## config.mk

```make
export PLATFORM = sky130hd
export DESIGN_NAME = tbp_mod_const
export DESIGN_NICKNAME = d
export VERILOG_FILES = /design/src/rtl/tbp_mod_const.sv
export SDC_FILE = /design/constraint.sdc
export NUM_CORES = 1
export LEC_CHECK = 0
export ABC_AREA = 1
export ABC_CLOCK_PERIOD_IN_PS = 1000
export BUFFER_PORTS_ARGS = -buffer_cell sky130_fd_sc_hd__buf_2
export CAP_MARGIN = 20
export CORE_MARGIN = 1
export CORE_UTILIZATION = 40
export DETAILED_ROUTE_END_ITERATION = 6
export PLACE_DENSITY = 0.72
export REMOVE_ABC_BUFFERS = 1
export SLEW_MARGIN = 20
export SYNTH_ARGS = -nofsm -noshare
export SYNTH_HDL_FRONTEND = slang
export SYNTH_SLANG_ARGS = --single-unit
```

## constraint.sdc

```tcl
create_clock -name clock -period 1 [get_ports clock]
set_clock_uncertainty 0.1 [all_clocks]
set_input_delay 0.1 -clock clock [delete_from_list [all_inputs] [get_ports clock]]
set_output_delay 0.1 -clock clock [all_outputs]
set_load 0.005 [all_outputs]
```

## src/rtl/tbp_mod_const.sv

```systemverilog
// Three-stage remainder by a constant divisor, using a reciprocal multiply and one correction.
// Stand-alone; used by the top level to form the table indexes.
module tbp_mod_const #(
   parameter int WIDTH   = 30,
   parameter int DIVISOR = 512
) (
   input  logic                       clock,
   input  logic                       enable,
   input  logic [WIDTH-1:0]           value,
   output logic [$clog2(DIVISOR)-1:0] remainder
);

   localparam int          RW    = $clog2(DIVISOR);
   localparam logic [31:0] RECIP = 32'(64'h1_0000_0000 / 64'(DIVISOR));

   logic [WIDTH+31:0] prod;
   logic [WIDTH-1:0]  value1_ff;
   logic [WIDTH-1:0]  quot1_ff;
   logic [WIDTH-1:0]  value2_ff;
   logic [WIDTH-1:0]  qd2_ff;
   logic [WIDTH-1:0]  diff;
   logic [WIDTH-1:0]  fixed;
   logic [RW-1:0]     rem_ff;

   // The estimated quotient is exact or one short, so the difference stays below twice the divisor.
   assign prod  = (WIDTH + 32)'(value) * (WIDTH + 32)'(RECIP);
   assign diff  = value2_ff - qd2_ff;
   assign fixed = (diff >= WIDTH'(DIVISOR)) ? diff - WIDTH'(DIVISOR) : diff;

   always_ff @(posedge clock) begin
      if (enable) begin
         value1_ff <= value;
         quot1_ff  <= prod[WIDTH+31:32];
         value2_ff <= value1_ff;
         qd2_ff    <= WIDTH'(quot1_ff * WIDTH'(DIVISOR));
         rem_ff    <= fixed[RW-1:0];
      end
   end

   assign remainder = rem_ff;

endmodule

```

-- Word level (Yosys, flattened, before mapping)
Cells that the tools add are included.
- add/subtract/negate cells: 2
- multipliers: 0
- divide/modulo/power cells: 0
- magnitude comparators: 1
- equality and inequality tests: 0
- shift-type cells: 0
- muxes and demuxes: 1
- bitwise operators: 0
- reduce and logical (&&, ||, !) cells: 0
- operators with widths (cell ; count):
    $ge A30 B10 Y1 const B ; 1
    $sub A30 B30 Y30 ; 1
    $mux W9 ; 1
    $sub A9 B1 Y9 const B ; 1
- flip-flop bits (word level): 111
- latch bits: 0
- memory bits (writable): 0
- bits in read-only memories: 0
- output and inout port bits: 9
- memories kept: 0

-- Depth between registers and ports, before layout
- depth after elaboration: 3
- gate-level depth with buffers: 0
- gate-level depth less buffers: 0

-- Worst setup path before layout
No wires, ideal clock.
- kind: register to register
- from: reg value2_ff[0]
- to: reg rem_ff[0] (netlist: remainder[0]), data pin
- data arrival time: 0.323 ns
- data required time: 0.634 ns
- slack: 0.311 ns
- stages on the path, launching flop included: 1
- buffers on the path: 0
- clock period less this slack: 0.689 ns
- cell sequence: edfxtp_1
- cells in the longest elaborated chain, start to end: 3
- elaborated cells on any way between the ends: 4
- classes of those cells: add/sub: 2; order compare: 1; mux: 1
- RTL lines (item ; RTL line ; text):
    from (decl) ; 19 ; logic [WIDTH-1:0] value2_ff;
    from (signal assigned) ; 34 ; value2_ff <= value1_ff;
    $sub A30 B30 Y30 * ; 27 ; assign diff = value2_ff - qd2_ff;
    $ge A30 B10 Y1 / $sub A9 B1 Y9 (equally long branches) ; 28 ; assign fixed = (diff >= WIDTH'(DIVISOR)) ? diff - WIDTH'(DIVISOR) : diff;
    $mux W9 * ; 28 ;
    to (signal assigned) ; 36 ; rem_ff <= fixed[RW-1:0];
    to (decl) ; 23 ; logic [RW-1:0] rem_ff;
Every way passes the cells marked *; elsewhere a longest branch is shown, timed or not.
A chain may end at the register's enable or synchronous reset.

-- Worst setup path after layout
- from: reg rem_ff[5] (netlist: remainder[5])
- to: out remainder[5]
- RTL lines (item ; RTL line ; text):
    to (decl) ; 10 ; output logic [$clog2(DIVISOR)-1:0] remainder
No word-level cell between the ends.

==> summary.txt <==
Final layout
  • Register area: 810.8 um^2
  • Non-filler instance count after layout: 85
  • Share of cells above drive strength 1: 0.4000
  • Area of the multi-input gates: 0 um^2
  • Post-layout net count: 93
  • Antenna Cells: 0
  • Synth-to-Final Area Change: 32.56%
  • # fillers: 134
  • Post-Route Utilization: 0.5904
  • Multi-In Gates: 0

Detailed routing
  • Detailed Route Iter0 Violations: 2
  • Final wirelength: 711 um
  • WL/cell: 8.365 um
  • Via Count: 328
  • Post-DRT Antenna Nets: 0
  • DRC violations left: 0
  • Via-to-Cell Ratio: 3.859
  • 1st-pass router iterations: 2

Setup path
  • Crit. End Element: output pin
  • Critical Path RT: 0.80 ns
  • CP startpoint kind: flop
  • Register-to-Register Path Depth: 0
  • Slowest-stage cell, CP: edfxtp_1
  • Worst path buffer plus inverter count: 1
  • Crit path DAT: 0.82 ns
  • Crit path cell chain: buf_2
  • Setup CP Type: reg -> out
  • Cell family with most CP delay: flip-flops
  • Worst path depth: 1
  • CP Max Fanout: 1
  • Max incr delay on CP: 0.38 ns

CTS
  • CTS Buf Count: 3
  • Setup bufs post-CTS: 0
  • CTS sink cnt: 27
  • H-tree levels: 1
  • CTS tree: built
  • Root Driver: clkbuf_4
  • Clock buffer depth: 2
  • Clk slew on worst S/H paths: 0.12 ns
  • Resize count post-CTS: 0
  • Clk_lat worst skew: 0.31 ns

Synthesis
  • Sequential area share after synthesis: 1.000
  • XOR/XNOR Fraction of Synth Area: 0
  • Compound-Gate Fraction of Synth Area: 0
  • Adder-cell share of the synthesized area: 0
  • Avg Inst Size Synth: 30.03 um^2
  • Multiplexer share of the synthesized area: 0
  • Post-synthesis cell count: 27
  • Post-Synth Simple-Gate Area: 0
  • Yosys cell types: 1
  • Register bit count reported by yosys: 27
  • Synth warnings: 0
  • Post-Syn Area: 810.8 um^2

STA
  • Final worst setup slack: -0.01649 ns
  • Final hold viol count: 0
  • Fin crit share: 1.016
  • Setup Viol. Count Final: 5
  • Final Slew Violations: 0
  • Worst-Margin Slew: 0.1349 ns
  • Max_slew headroom: 0.9101
  • RSZ-0062 raised after global routing: true
  • Final min period: 1.016 ns
  • F_max: 983.8 MHz

Floorplan
  • Row cnt: 15
  • Die Height: 47.02 um
  • Initial core utilization: 0.4454
  • I/O Pins: 41
  • Die footprint: 2211 um^2
  • Die Span X: 47.02 um
  • Core footprint: 1821 um^2

Placement
  • Dpl cells: 72
  • Global placer's final weighted congestion: 0.6108
  • Port Buffer Count: 19

Status
  • Failing checks: setup timing
  • Status: finished with violations

Power
  • Final Power: 1.860 mW
  • Leak Pwr: 0.4037 nW
  • PwrDens: 1731 nW/um^2
  • Peak VDD IR: 0.9999 mV

Global route
  • Global-route wire length before repair: 993 um
  • GRT Overall Usage: 0.07438
  • Initial antenna violation count: 0
  • Largest net degree at the start of global routing: 28
  • Vias in the first global route: 275
  • Gr ovfl total: 0

Hold path
  • Hold path depth: 2
  • Hold WC Path Type: in -> reg

Job
  • Max-Cap Viols: 0
==> sequential cells by signal (all words and copies together), names as in the netlist <==
signal     flops
remainder      9
value1_ff      9
value2_ff      9
==> repair_timing <==
action                                  4_1_cts  5_1_grt
endpoints found under the setup margin        9        9
hold buffers                                  9        0
endpoints found under the hold margin         9        0
==> report_power, final <==
part | internal [mW] | switching (mW) | total, mW
Sequential | 1.33 | 0.0148 | 1.35
Combinational | 0.0576 | 0.0371 | 0.0947
Clock | 0.149 | 0.267 | 0.417
Total | 1.54 | 0.319 | 1.86
==> logic make-up after synthesis <==
| kind of cell | after synthesis |
|---|---|
| flip-flops | 27 |
==> per-stage QoR <==
step	setup WS [ns]	hold WS [ns]	cell area, um^2	TNS [ns]
2_1_floorplan	0.3112	0.09887	810.8	0
3_3_place_gp	0.2183	0.1777	957.2	0
3_5_place_dp	0.2107	0.1781	957.2	0
4_1_cts	-0.03732	0.09473	1075	-0.2358
5_1_grt	-0.07774	0.1084	1075	-0.5622
6_report	-0.01649	0.1123	1075	-0.05383
==> path summary, 6_finish.rpt <==
path,startpoint,endpoint,slack [ns]
setup / recovery,remainder[5],remainder[5],-0.02
hold / removal,enable,value1_ff[4],0.11
setup reg to reg,value1_ff[3],value2_ff[3],0.27
hold reg to reg,value2_ff[1],remainder[1],0.33
==> cell usage after synthesis <==
master / number / share of area
edfxtp_1: 27 / 1.0
==> layout by cell type (no fill, tap or decap), drive strengths merged <==
master,n
buf,20
clkinv,1
dlygate4sd3,9
clkbuf,3
edfxtp,27
==> metal layers <==
layer / GRT usage / share of wire
met4: 0.06857 / 0
met1: 0.06133 / 0.41
met2: 0.1361 / 0.52
met3: 0.02308 / 0.065
met5: 0 / 0
==> layout make-up <==
class,instances,share of cell area
Tap cell,25,0.02910
Timing Repair Buffer,29,0.1909
Sequential cell,27,0.7544
Clock buffer,3,0.02095
Clock inverter,1,0.004657
(Power assumes the default switching activity.)
