==> src/rtl/tbp_pkg.sv <==
// Shared types, constants and small helper functions for the tournament branch predictor.
// Used by tbp_ras, tbp_tables and the top level; depends on nothing else.
package tbp_pkg;

   // Item kinds.
   localparam logic KIND_PREDICT = 1'b0;
   localparam logic KIND_UPDATE  = 1'b1;

   // Branch classes carried by an update item.
   localparam logic [1:0] CLASS_OTHER  = 2'd0;
   localparam logic [1:0] CLASS_BRANCH = 2'd1;
   localparam logic [1:0] CLASS_JAL    = 2'd2;
   localparam logic [1:0] CLASS_JALR   = 2'd3;

   // Instruction decode constants.
   localparam logic [6:0]  OP_JAL     = 7'h6f;
   localparam logic [31:0] JALR_MASK  = 32'h0000_707f;
   localparam logic [31:0] JALR_MATCH = 32'h0000_0067;
   localparam logic [4:0]  REG_ZERO   = 5'd0;
   localparam logic [4:0]  LINK_RA    = 5'd1;
   localparam logic [4:0]  LINK_ALT   = 5'd5;

   // The BTB tag is the pc shifted right by this many bits.
   localparam int TAG_SHIFT = 11;
   localparam int TAG_W     = 32 - TAG_SHIFT;

   typedef struct packed {
      logic             valid;
      logic [TAG_W-1:0] tag;
      logic [31:0]      target;
   } btb_entry_type;

   // Control that goes with an item into the table pipeline.
   typedef struct packed {
      logic valid;
      logic train;
      logic actual;
   } lookup_type;

   // Table contents seen by the item in the last stage, forwarding applied.
   typedef struct packed {
      logic [1:0]    lc;
      btb_entry_type btb;
      logic [1:0]    gc;
      logic [1:0]    ch;
   } table_read_type;

   // Writes issued by the item in the last stage.
   typedef struct packed {
      logic          lc_we;
      logic [1:0]    lc;
      logic          gc_we;
      logic [1:0]    gc;
      logic          ch_we;
      logic [1:0]    ch;
      logic          btb_we;
      btb_entry_type btb;
   } table_write_type;

   typedef struct packed {
      logic        pop;
      logic [31:0] target;
   } ras_type;

   // Per-item payload carried down the pipeline.
   typedef struct packed {
      logic             predict;
      logic             train;
      logic             actual;
      logic             mispredict;
      logic [TAG_W-1:0] tag;
      logic [31:0]      new_target;
      logic             ret_pop;
      logic [31:0]      ret_target;
   } item_type;

   function automatic logic is_call(input logic [31:0] raw);
      logic [4:0] rd;
      logic [4:0] rs1;
      logic       link;
      logic       result;
      rd     = raw[11:7];
      rs1    = raw[19:15];
      link   = (rd == LINK_RA) || (rd == LINK_ALT);
      result = 1'b0;
      if (raw[6:0] == OP_JAL) begin
         result = link;
      end else if ((raw & JALR_MASK) == JALR_MATCH) begin
         result = link && (rs1 != rd);
      end
      return result;
   endfunction

   function automatic logic is_return(input logic [31:0] raw);
      logic [4:0] rd;
      logic [4:0] rs1;
      rd  = raw[11:7];
      rs1 = raw[19:15];
      return ((raw & JALR_MASK) == JALR_MATCH) && (rd == REG_ZERO) &&
             ((rs1 == LINK_RA) || (rs1 == LINK_ALT));
   endfunction

   function automatic logic [1:0] ctr_move(input logic [1:0] c, input logic up);
      logic [1:0] result;
      result = c;
      if (up) begin
         if (c != 2'd3) result = c + 2'd1;
      end else begin
         if (c != 2'd0) result = c - 2'd1;
      end
      return result;
   endfunction

   function automatic logic [31:0] sat_inc(input logic [31:0] v);
      return (v == 32'hffff_ffff) ? v : v + 32'd1;
   endfunction

endpackage

==> src/rtl/tbp_ras.sv <==
// Circular return-address stack: pops on a predicted return, pushes pc+4 on a call.
// Depends on tbp_pkg for instruction decode and the result type.
module tbp_ras #(
   parameter int DEPTH = 8
) (
   input  logic              clock,
   input  logic              reset,
   input  logic              step,
   input  logic [31:0]       pc,
   input  logic [31:0]       raw,
   output tbp_pkg::ras_type  ret
);

   localparam int TW = (DEPTH > 1) ? $clog2(DEPTH) : 1;
   localparam int CW = $clog2(DEPTH + 1);

   logic [31:0]   stack_ff [DEPTH];
   logic [TW-1:0] top_ff;
   logic [TW-1:0] top_inc;
   logic [TW-1:0] top_dec;
   logic [CW-1:0] count_ff;
   logic          pop;
   logic          call;

   assign pop  = tbp_pkg::is_return(raw) && (count_ff != '0);
   assign call = tbp_pkg::is_call(raw);

   assign top_inc = (top_ff == TW'(DEPTH - 1)) ? '0 : top_ff + 1'b1;
   assign top_dec = (top_ff == '0) ? TW'(DEPTH - 1) : top_ff - 1'b1;

   always_ff @(posedge clock) begin
      if (reset) begin
         top_ff   <= '0;
         count_ff <= '0;
      end else if (step) begin
         if (pop) begin
            top_ff   <= top_dec;
            count_ff <= count_ff - 1'b1;
         end else if (call) begin
            top_ff <= top_inc;
            if (count_ff < CW'(DEPTH)) count_ff <= count_ff + 1'b1;
         end
      end
   end

   always_ff @(posedge clock) begin
      if (step && !pop && call) begin
         stack_ff[top_inc] <= pc + 32'd4;
      end
   end

   assign ret.pop    = pop;
   assign ret.target = stack_ff[top_ff];

endmodule

==> config.mk <==
export PLATFORM = sky130hd
export DESIGN_NAME = tbp_ras
export DESIGN_NICKNAME = d
export VERILOG_FILES = /design/src/rtl/tbp_pkg.sv /design/src/rtl/tbp_ras.sv
export SDC_FILE = /design/constraint.sdc
export NUM_CORES = 1
export LEC_CHECK = 0
export BUFFER_PORTS_ARGS = -buffer_cell sky130_fd_sc_hd__buf_2
export CAP_MARGIN = 20
export CORE_MARGIN = 2
export CORE_UTILIZATION = 59
export DETAILED_ROUTE_END_ITERATION = 10
export PLACE_DENSITY = 0.82
export SLEW_MARGIN = 10
export SYNTH_ARGS = -nofsm -noshare
export SYNTH_HDL_FRONTEND = slang
export SYNTH_SLANG_ARGS = --single-unit
==> constraint.sdc <==
create_clock -name clock -period 9.9 [get_ports clock]
set_clock_uncertainty 0.1 [all_clocks]
set_input_delay 2.97 -clock clock [delete_from_list [all_inputs] [get_ports clock]]
set_output_delay 2.97 -clock clock [all_outputs]
set_load 0.1 [all_outputs]
# Word-level counts from Yosys, hierarchy flattened
# Memory sizes are Yosys's and may differ from the RTL's. A register that Yosys moved wholly into a read port is not among the register bits.
# Index checks and enable logic that the tools add are counted.
[totals]
reg_bits = 7
latchBits = 0
ramBits = 256
mem_bits_ro = 0
output_inout_bits = 33
wordCells = 46
mem_count = 1
[memory_table]
columns = ["memory", "words", "width", "rd", "rd_ports_with_merged_regs", "wr", "line", "rtl"]
rows = [
  ["stack_ff", 8, 32, 1, 1, 1, "tbp_ras.sv:17", "logic [31:0] stack_ff [DEPTH];"],
]
[classes]
n_addsub = 5
n_mul = 0
div_mod_pow = 0
magnitude_cmp = 1
n_eq_ne = 8
shift = 0
n_mux = 13
n_bitwise = 0
reduce_logical = 16
[ops]
columns = ["cell", "count"]
rows = [
  ["$add A32 B3 Y32 const B", 1],
  ["$mux W3", 6],
  ["$mux W4", 3],
  ["$eq A10 B7 Y1 const B", 1],
  ["$eq A5 B1 Y1 const B", 2],
  ["$eq A5 B3 Y1 const B", 2],
  ["$eq A7 B7 Y1 const B", 1],
  ["$logic_and A1 B1 Y1", 6],
  ["$logic_not A5 Y1", 1],
  ["$ne A5 B5 Y1", 1],
  ["$add A4 B1 Y4 const B", 1],
  ["$lt A4 B4 Y1 const B", 1],
  ["$mux W1", 4],
  ["$reduce_bool A2 Y1", 2],
  ["$reduce_bool A4 Y1", 1],
  ["$sub A4 B1 Y4 const B", 1],
  ["$add A3 B1 Y3 const B", 1],
  ["$eq A3 B3 Y1 const B", 1],
  ["$logic_not A3 Y1", 1],
  ["$reduce_and A3 Y1", 1],
  ["$sub A3 B1 Y3 const B", 1],
  ["$logic_or A1 B1 Y1", 2],
  ["$reduce_and A2 Y1", 1],
  ["$logic_not A1 Y1", 1],
]

# Longest topological paths before layout
# Gate-level depths: netlist of run 1.
[logic_depth]
word_depth = 9
ltp_mapped = 8
depth_no_buf = 8

# Worst setup path after synthesis of run 1
# Ideal clock, no wire load.
[synth_path]
path_type = "input -> register"
from = "in raw[8]"
to = "mem stack_ff[2][0] (enable)"
setup_time_ns = 0.513
arrival_ns = 7.286
required_ns = 9.287
setup_slack_ns = 2.001
path_stages = 6
path_buffers = 1
path_cell_list = "and4bb_2 nand3_1 clkbuf_1 nor2_1 o21ai_1 nor4b_1"
[synth_via]
elab_chain_len = 9
elab_cells_between_ends = 16
classes_between = "eq/ne (3); mux (4); reduce/logical (9)"
[synth_rtl]
columns = ["item", "line", "rtl"]
rows = [
  ["start, declared", "tbp_ras.sv:10", "input logic [31:0] raw,"],
  ["branches (longest 6 deep; another with $eq A5 B1 Y1)", "-", ""],
  ["$logic_and A1 B1 Y1 *", "tbp_ras.sv:47", "if (step && !pop && call) begin"],
  ["$mux W1 *", "tbp_ras.sv:47", ""],
  ["$mux W1 (implied by the code) *", "tbp_ras.sv:48", "stack_ff[top_inc] <= pc + 32'd4;"],
  ["end, declared", "tbp_ras.sv:17", ""],
]
# Every way passes the cells marked *.

==> metrics.md, run 1 <==
| Metric | Value |
|---|---|
| Via Count | `5,640` |
| Clock slew at reported path FFs | `60 ps` |
| Register area share after synthesis | `72.1%` |
| Critical path arrival | `4580 ps` |
| Number of hold buffers added after cts | `0` |
| Vias in the first global route | `5,910` |
| Final setup vio count | `0` |
| Clock power frac | `41.6%` |
| Die height | `140 µm` |
| Simple-Gate Fraction of Synth Area | `5.03%` |
| Minimum clock period | `7650 ps` |
| Ys async rst share | `0%` |
| Post-CTS sizing | `0` |
| Reg power frac | `56.4%` |
| Hold Crit Depth | `2` |
| DRC Markers | `0` |
| Most common cell after layout, fill and taps aside | `edfxtp_1` |
| Final Cycle Share | `77.3%` |
| NetSw | `0.425 mW` |
| Int Power | `1.76 mW` |
| DIE WIDTH | `140 µm` |
| Share of cells above drive strength 1 | `37.7%` |
| Outcome | `finished, final reports clean` |
| Vias per cell | `6.25` |
| Largest family of logic cells by synthesized area | `multiplexers` |
| Initial antenna violation count | `2` |
| Core Area | `0.0181 mm²` |
| Req. time, crit path | `6830 ps` |
| Crit-path max FO | `12` |
| Pwr dens | `175 mW/mm²` |
| Global-route wire length before repair | `32,900 µm` |
| Die ar. | `0.0196 mm²` |
| H-tree lvl count | `1` |
| Comb pwr share | `2.0%` |
| Post-Route WL | `21,200 µm` |
| WL per Instance | `23.5 µm` |
| Mapped Area | `0.0109 mm²` |
| Placer congestion estimate | `0.801` |
| Synth Flop Type | `edfxtp_1` |
| Post-placement cell area | `0.0117 mm²` |
| Nets | `727` |
| Total grt overflow | `0` |
| Final Max Tran Viols | `0` |
| Mux contribution to synthesized area | `16.7%` |
| Syn avg cell area | `19.8 µm²` |
| I/O Buffers | `87` |
| XOR/XNOR Fraction of Synth Area | `2.72%` |
| Final cell count without fillers | `903` |
| Post-synthesis compound-gate area fraction | `1.60%` |
| Distinct cells, synth | `52` |
| Max VDD drop | `0.123 mV` |
| Mapped Cells | `552` |
| Rel. slew slack | `31.7%` |
| Setup WS pre-CTS | `2250 ps` |
| Leakage | `4.02 nW` |
| Worst-case reg-to-reg path depth | `8` |
| Min-delay worst type | `register to register` |
| Slew @ Worst Pin | `1030 ps` |
| Synth-to-Final Area Change | `14.2%` |
| Final instance area | `0.0125 mm²` |
| IO Pins | `100` |
| DR pass1 iterations | `7` |
| Syn Nets | `625` |
| Final core utilization | `69.1%` |
| Final worst setup slack | `2250 ps` |
| CTS Sinks | `266` |
| EDFF count, synth | `256` |
| CTS buffer count | `26` |
| Max Clock Freq | `131 MHz` |
| Clock root cell | `clkbuf_16` |
| MaxCap Viol Count | `0` |
| N_diodes | `0` |
| Most frequent cells in the layout | `edfxtp_1, buf_2, mux4_2` |
| DP HPWL | `11,800 µm` |
| Placed insts | `854` |
| GR Util All Layers | `22.2%` |
| Final Hold Fails | `0` |
| Sw Ratio | `19.4%` |
| Bufs on Longest Clock Path | `3` |
| CP Class | `primary input to output port` |
| Setup TNS | `0 ps` |
| CP startpoint kind | `primary input` |
| # Post-CTS Setup Buffers | `0` |
| # rows | `49` |
| Ys Warns | `0` |
| Pin count of the biggest net entering global routing | `65` |
| Final ANT Viol Nets | `0` |
| Starting DRT DRC Count | `592` |
| Setup crit end kind | `output port` |
| RSZ-0062 raised after global routing | `false` |
| Worst-Skew Late Latency | `530 ps` |
| Number of synthesized register bits | `266` |
| Initial Util | `60.5%` |
| CTS tree | `yes` |
| Post-synthesis adder-cell area fraction | `0.686%` |
through the flow:
step,total power [mW],hold WS (ps)
final,2.19,449
after global routing,2.25,485
after CTS,2.20,442
after detailed placement,1.30,425
after global placement,1.30,414
after floorplan,1.28,388
Yosys cell counts (3+ instances only):
| cell | instances | share of area [%] |
|---|---|---|
| edfxtp_1 | 256 | 70 |
| mux4_2 | 64 | 13 |
| mux2_2 | 32 | 3.3 |
| xnor2_1 | 18 | 1.4 |
| nand3_1 | 16 | 0.73 |
| nor2_1 | 16 | 0.55 |
| xor2_1 | 16 | 1.3 |
| clkbuf_1 | 13 | 0.45 |
| nand2_1 | 11 | 0.38 |
| dfxtp_1 | 10 | 1.8 |
| nand4_1 | 9 | 0.51 |
| nor3_1 | 8 | 0.37 |
| buf_2 | 7 | 0.32 |
| inv_1 | 7 | 0.24 |
| and3_1 | 6 | 0.34 |
| ha_1 | 6 | 0.69 |
| o21ai_0 | 6 | 0.27 |
| and4_1 | 5 | 0.40 |
| nor4b_1 | 4 | 0.32 |
| a21oi_1 | 3 | 0.14 |
| buf_1 | 3 | 0.10 |
critical path: stages:
cell	delay [ps]
buf_2	110
and4bb_2	300
nand3_1	330
nor3_4	380
buf_2	480
state kept, by name (all words and copies together) (netlist names), named ones only:
| signal | flops |
|---|---|
| count_ff | 4 |
| stack_ff | 256 |
| top_ff | 3 |
power groups by stage:
stage | combinational (mW) | sequential (mW) | clock, mW
3_5_place_dp | 0.0442 | 1.26 | 0
4_1_cts | 0.0447 | 1.23 | 0.922
6_report | 0.0446 | 1.23 | 0.911
3_3_place_gp | 0.0408 | 1.26 | 0
5_1_grt | 0.0499 | 1.23 | 0.964
2_1_floorplan | 0.0200 | 1.26 | 0
kinds of logic (layout without fill, tap and decap cells):
kind of cell | Yosys count | in the layout
flip-flops | 266 | 266
multiplexers | 98 | 98
AND/OR/NAND/NOR | 93 | 93
XOR/XNOR | 34 | 34
buffers and inverters | 31 | 153
AO/OA/AOI/OAI | 24 | 24
adder cells (fa/ha/maj) | 6 | 6
worst paths after layout:
check	start	endpoint	slack [ps]
min	top_ff[1]	register	450
max	raw[8]	ret[32]	2250
min reg2reg	top_ff[1]	register	450
max reg2reg	count_ff[0]	count_ff[2]	7070
area by class of cell:
| cell class | count | area (µm²) |
|---|---|---|
| Multi-Input combinational cell | 255 | 2970 |
| Fill cell | 1083 | 5590 |
| Timing Repair Buffer | 98 | 518 |
| Clock buffer | 35 | 726 |
| Clock inverter | 13 | 75.1 |
| Tap cell | 229 | 287 |
| Inverter | 7 | 26.3 |
| Sequential cell | 266 | 7890 |
metal layers:
metal,up-vias,wire length [µm],global-route usage (%)
li1,2481,-,-
met1,2925,8500,29.8
met2,196,11100,38.4
met3,36,1200,3.42
met4,2,427,6.17
met5,-,11,0
Power figures use the tool's default switching activity.
==> inputs of run 2 (changes only) <==
- ABC_AREA: default -> 1
- clock period: 9.9 -> 7.9 ns (I/O delays scaled with it)
==> run 2 against run 1 <==
  * Combinational power grew 35%
  * Die area grew 2.3%
  * Global-route usage grew 1.3 points
  * Power grew 23%
  * Sequential cell count is the same
  * Routed wire length grew 11%
  * Register-to-register slack lost 2400 ps
  * Area after synthesis grew 2.4%
  * Clock-buffer cell count shrank 2
  * Setup slack lost 480 ps
  * Worst hold slack lost 53 ps
  * Critical endpoint unchanged
  * Largest cell class unchanged
==> metrics.md, run 2 <==
| Metric | Value |
|---|---|
| Global-route wire length before repair | `36,800 µm (+12%)` |
| CTS tree | `yes` |
| Clock slew at reported path FFs | `50 ps (about the same)` |
| Final Cycle Share | `77.6%` |
| CTS Sinks | `266 (unchanged)` |
| Final setup vio count | `0 (unchanged)` |
| Setup crit end kind | `output port` |
| Share of cells above drive strength 1 | `15.6% (-22 points)` |
| EDFF count, synth | `256 (unchanged)` |
| Reg power frac | `57.5% (+1.1 points)` |
| Area leader, netlist | `edfxtp_1` |
| Final ANT Viol Nets | `0 (unchanged)` |
| Largest cells by area after synthesis | `edfxtp_1, nor2_1, o21ai_0` |
| Crit-path max FO | `7 (-5)` |
| Pwr Total | `2.69 mW (+23%)` |
| Starting DRT DRC Count | `842 (+42%)` |
| Number of synthesized register bits | `266 (unchanged)` |
| Max VDD drop | `0.153 mV (+24%)` |
| I/O Buffers | `87 (unchanged)` |
| Critical Path Source | `raw[10]` |
| DR pass1 iterations | `6 (-1)` |
| Rel. slew slack | `27.7% (-3.9 points)` |
| Initial Util | `60.1% (-0.40 points)` |
| Die ar. | `0.0201 mm² (+2.3%)` |
| CP startpoint kind | `primary input` |
| Min-delay worst type | `register to register` |
| Leakage | `4.52 nW (+13%)` |
| N_diodes | `0 (unchanged)` |
| Syn avg cell area | `11.6 µm² (-41%)` |
| Worst-case reg-to-reg path depth | `6 (-2)` |
| DRC Markers | `0 (unchanged)` |
| Crit path cell chain | `buf_2, nor2_1, nand3_1, nor2_1, nand2_2, inv_2, buf_2` |
| CTS buffer count | `25 (-3.8%)` |
| Largest registers | `stack_ff (256), count_ff (4), top_ff (3)` |
| Die height | `142 µm (+1.2%)` |
| RSZ-0062 raised after global routing | `false` |
| WL per Instance | `18.2 µm (-22%)` |
| Distinct cells, synth | `35 (-33%)` |
| # rows | `50 (+2.0%)` |
| Outcome | `finished, final reports clean` |
| H-tree lvl count | `1 (unchanged)` |
| IO Pins | `100 (unchanged)` |
| Worst-Skew Late Latency | `500 ps (-30 ps)` |
| RR Startpoint | `top_ff[0]` |
| Synth-to-Final Area Change | `13.1%` |
| Initial antenna violation count | `0 (-2)` |
| Mapped Cells | `964 (+75%)` |
| MaxCap Viol Count | `0 (unchanged)` |
| RR Endpoint | `stack_ff[1][2]` |
| Setup TNS | `0 ps (unchanged)` |
| Hold path endpoint | `count_ff[3]` |
| Most frequent cell after synthesis | `nor2_1` |
| Via Count | `7,578 (+34%)` |
| Hold Crit Depth | `2 (unchanged)` |
| Post-CTS sizing | `0 (unchanged)` |
| GR Util All Layers | `23.4% (+1.3 points)` |
| Ys Warns | `0 (unchanged)` |
| Nets | `1,115 (+53%)` |
| Register area share after synthesis | `70.4% (-1.7 points)` |
| Max reg flops | `256 (unchanged)` |
| Clock root cell | `clkbuf_16` |
| Pwr dens | `212 mW/mm² (+21%)` |
| Minimum clock period | `6130 ps` |
| Mapped Area | `0.0112 mm² (+2.4%)` |
| # Post-CTS Setup Buffers | `0 (unchanged)` |
| NetSw | `0.536 mW (+26%)` |
| Max Clock Freq | `163 MHz` |
| Worst min-delay path startpoint | `count_ff[3]` |
| Syn Nets | `1,037 (+66%)` |
| CP Class | `primary input to output port` |
| Sw Ratio | `19.9% (+0.52 points)` |
| Slew @ Worst Pin | `1080 ps (+56.1 ps)` |
| Most common cell after layout, fill and taps aside | `edfxtp_1` |
| Int Power | `2.15 mW (+22%)` |
| Final Max Tran Viols | `0 (unchanged)` |
| DP HPWL | `13,000 µm (+10%)` |
| DIE WIDTH | `142 µm (+1.2%)` |
| Total grt overflow | `0 (unchanged)` |
| Post-Route WL | `23,600 µm (+11%)` |
| Number of hold buffers added after cts | `0 (unchanged)` |
| Bufs on Longest Clock Path | `3 (unchanged)` |
| Synth Flop Type | `edfxtp_1` |
| R2r setup slk | `4710 ps (-2360 ps)` |
| Critical path arrival | `3660 ps (-920 ps)` |
| Synth top cells by count | `nor2_1, edfxtp_1, o21ai_0` |
| Crit path largest cell delay | `440 ps (-40 ps)` |
| Vias in the first global route | `7,391 (+25%)` |
| Clock power frac | `40.3% (-1.3 points)` |
| CP max stage cell | `buf_2` |
| Core Area | `0.0186 mm² (+3.1%)` |
| Comb pwr share | `2.2% (+0.2 points)` |
| Placer congestion estimate | `0.794 (-0.91%)` |
| Fill cells | `1,270 (+17%)` |
| Final Hold Fails | `0 (unchanged)` |
| Vias per cell | `5.85 (-6.3%)` |
| Ys async rst share | `0% (unchanged)` |
| Pin count of the biggest net entering global routing | `85 (+31%)` |
| Req. time, crit path | `5430 ps (-1400 ps)` |
| Most frequent cells in the layout | `edfxtp_1, nor2_1, o21ai_0` |
| Biggest register | `stack_ff` |
| Synth top area share | `68.6% (-1.6 points)` |
run 2: final cells by class:
| type | instances | area [µm²] | share of cell area [%] |
|---|---|---|---|
| flip-flops and latches | 266 | 7890 | 62.3 |
| multi-input cells | 607 | 3020 | 23.9 |
| clock buffers | 33 | 656 | 5.18 |
| repair buffers | 99 | 563 | 4.44 |
| well taps | 234 | 293 | 2.31 |
| inverters | 43 | 163 | 1.28 |
| clock inverters | 13 | 78.8 | 0.622 |
run 2: worst max-delay path by stage:
stage,end,slack (ps)
detailed placement,ret[32],1760
global route,ret[6],1590
finish,ret[32],1770
global placement,ret[32],1810
floorplan,ret[32],2150
CTS,ret[32],1760
run 2: cells by family after synthesis:
logic type | count (synthesis) | synth area share, %
adders and majority gates | 6 | 0.670
buffers and inverters | 91 | 3.13
DFF | 266 | 70.4
AOI/OAI and AO/OA | 208 | 10.1
xor gates and xnor gates | 28 | 2.19
and+or+nand+nor | 365 | 13.5
run 2: metal layers:
metal	share of wire (%)	track usage, %	vias to the layer above
li1	-	-	3565
met4	2.1	8.32	0
met3	7.4	3.44	38
met5	0	0	-
met2	51	41.4	335
met1	39	29.9	3640
run 2: through the flow:
step / setup slack, ps / std cells / hold slack [ps] / util, % / cell area, µm²
3_3_place_gp: 1810 / 1246 / 373 / 63.7 / 11900
3_5_place_dp: 1760 / 1246 / 382 / 63.7 / 11900
4_1_cts: 1760 / 1292 / 395 / 67.6 / 12600
5_1_grt: 1590 / 1295 / 427 / 68.0 / 12700
6_report: 1770 / 1295 / 396 / 68.0 / 12700
2_1_floorplan: 2150 / 964 / 351 / - / 11200
run 2: power groups by stage:
stage / Combinational (mW) / Sequential, mW / Clock [mW]
final: 0.0604 / 1.55 / 1.08
after global routing: 0.0677 / 1.55 / 1.14
after CTS: 0.0603 / 1.55 / 1.09
after detailed placement: 0.0600 / 1.58 / 0
after global placement: 0.0576 / 1.58 / 0
after floorplan: 0.0291 / 1.58 / 0
run 2: worst max-delay path: cells and delay by family:
family	cells	cell delay (ps)
and+or+nand+nor	4	610
buffers and inverters	3	690
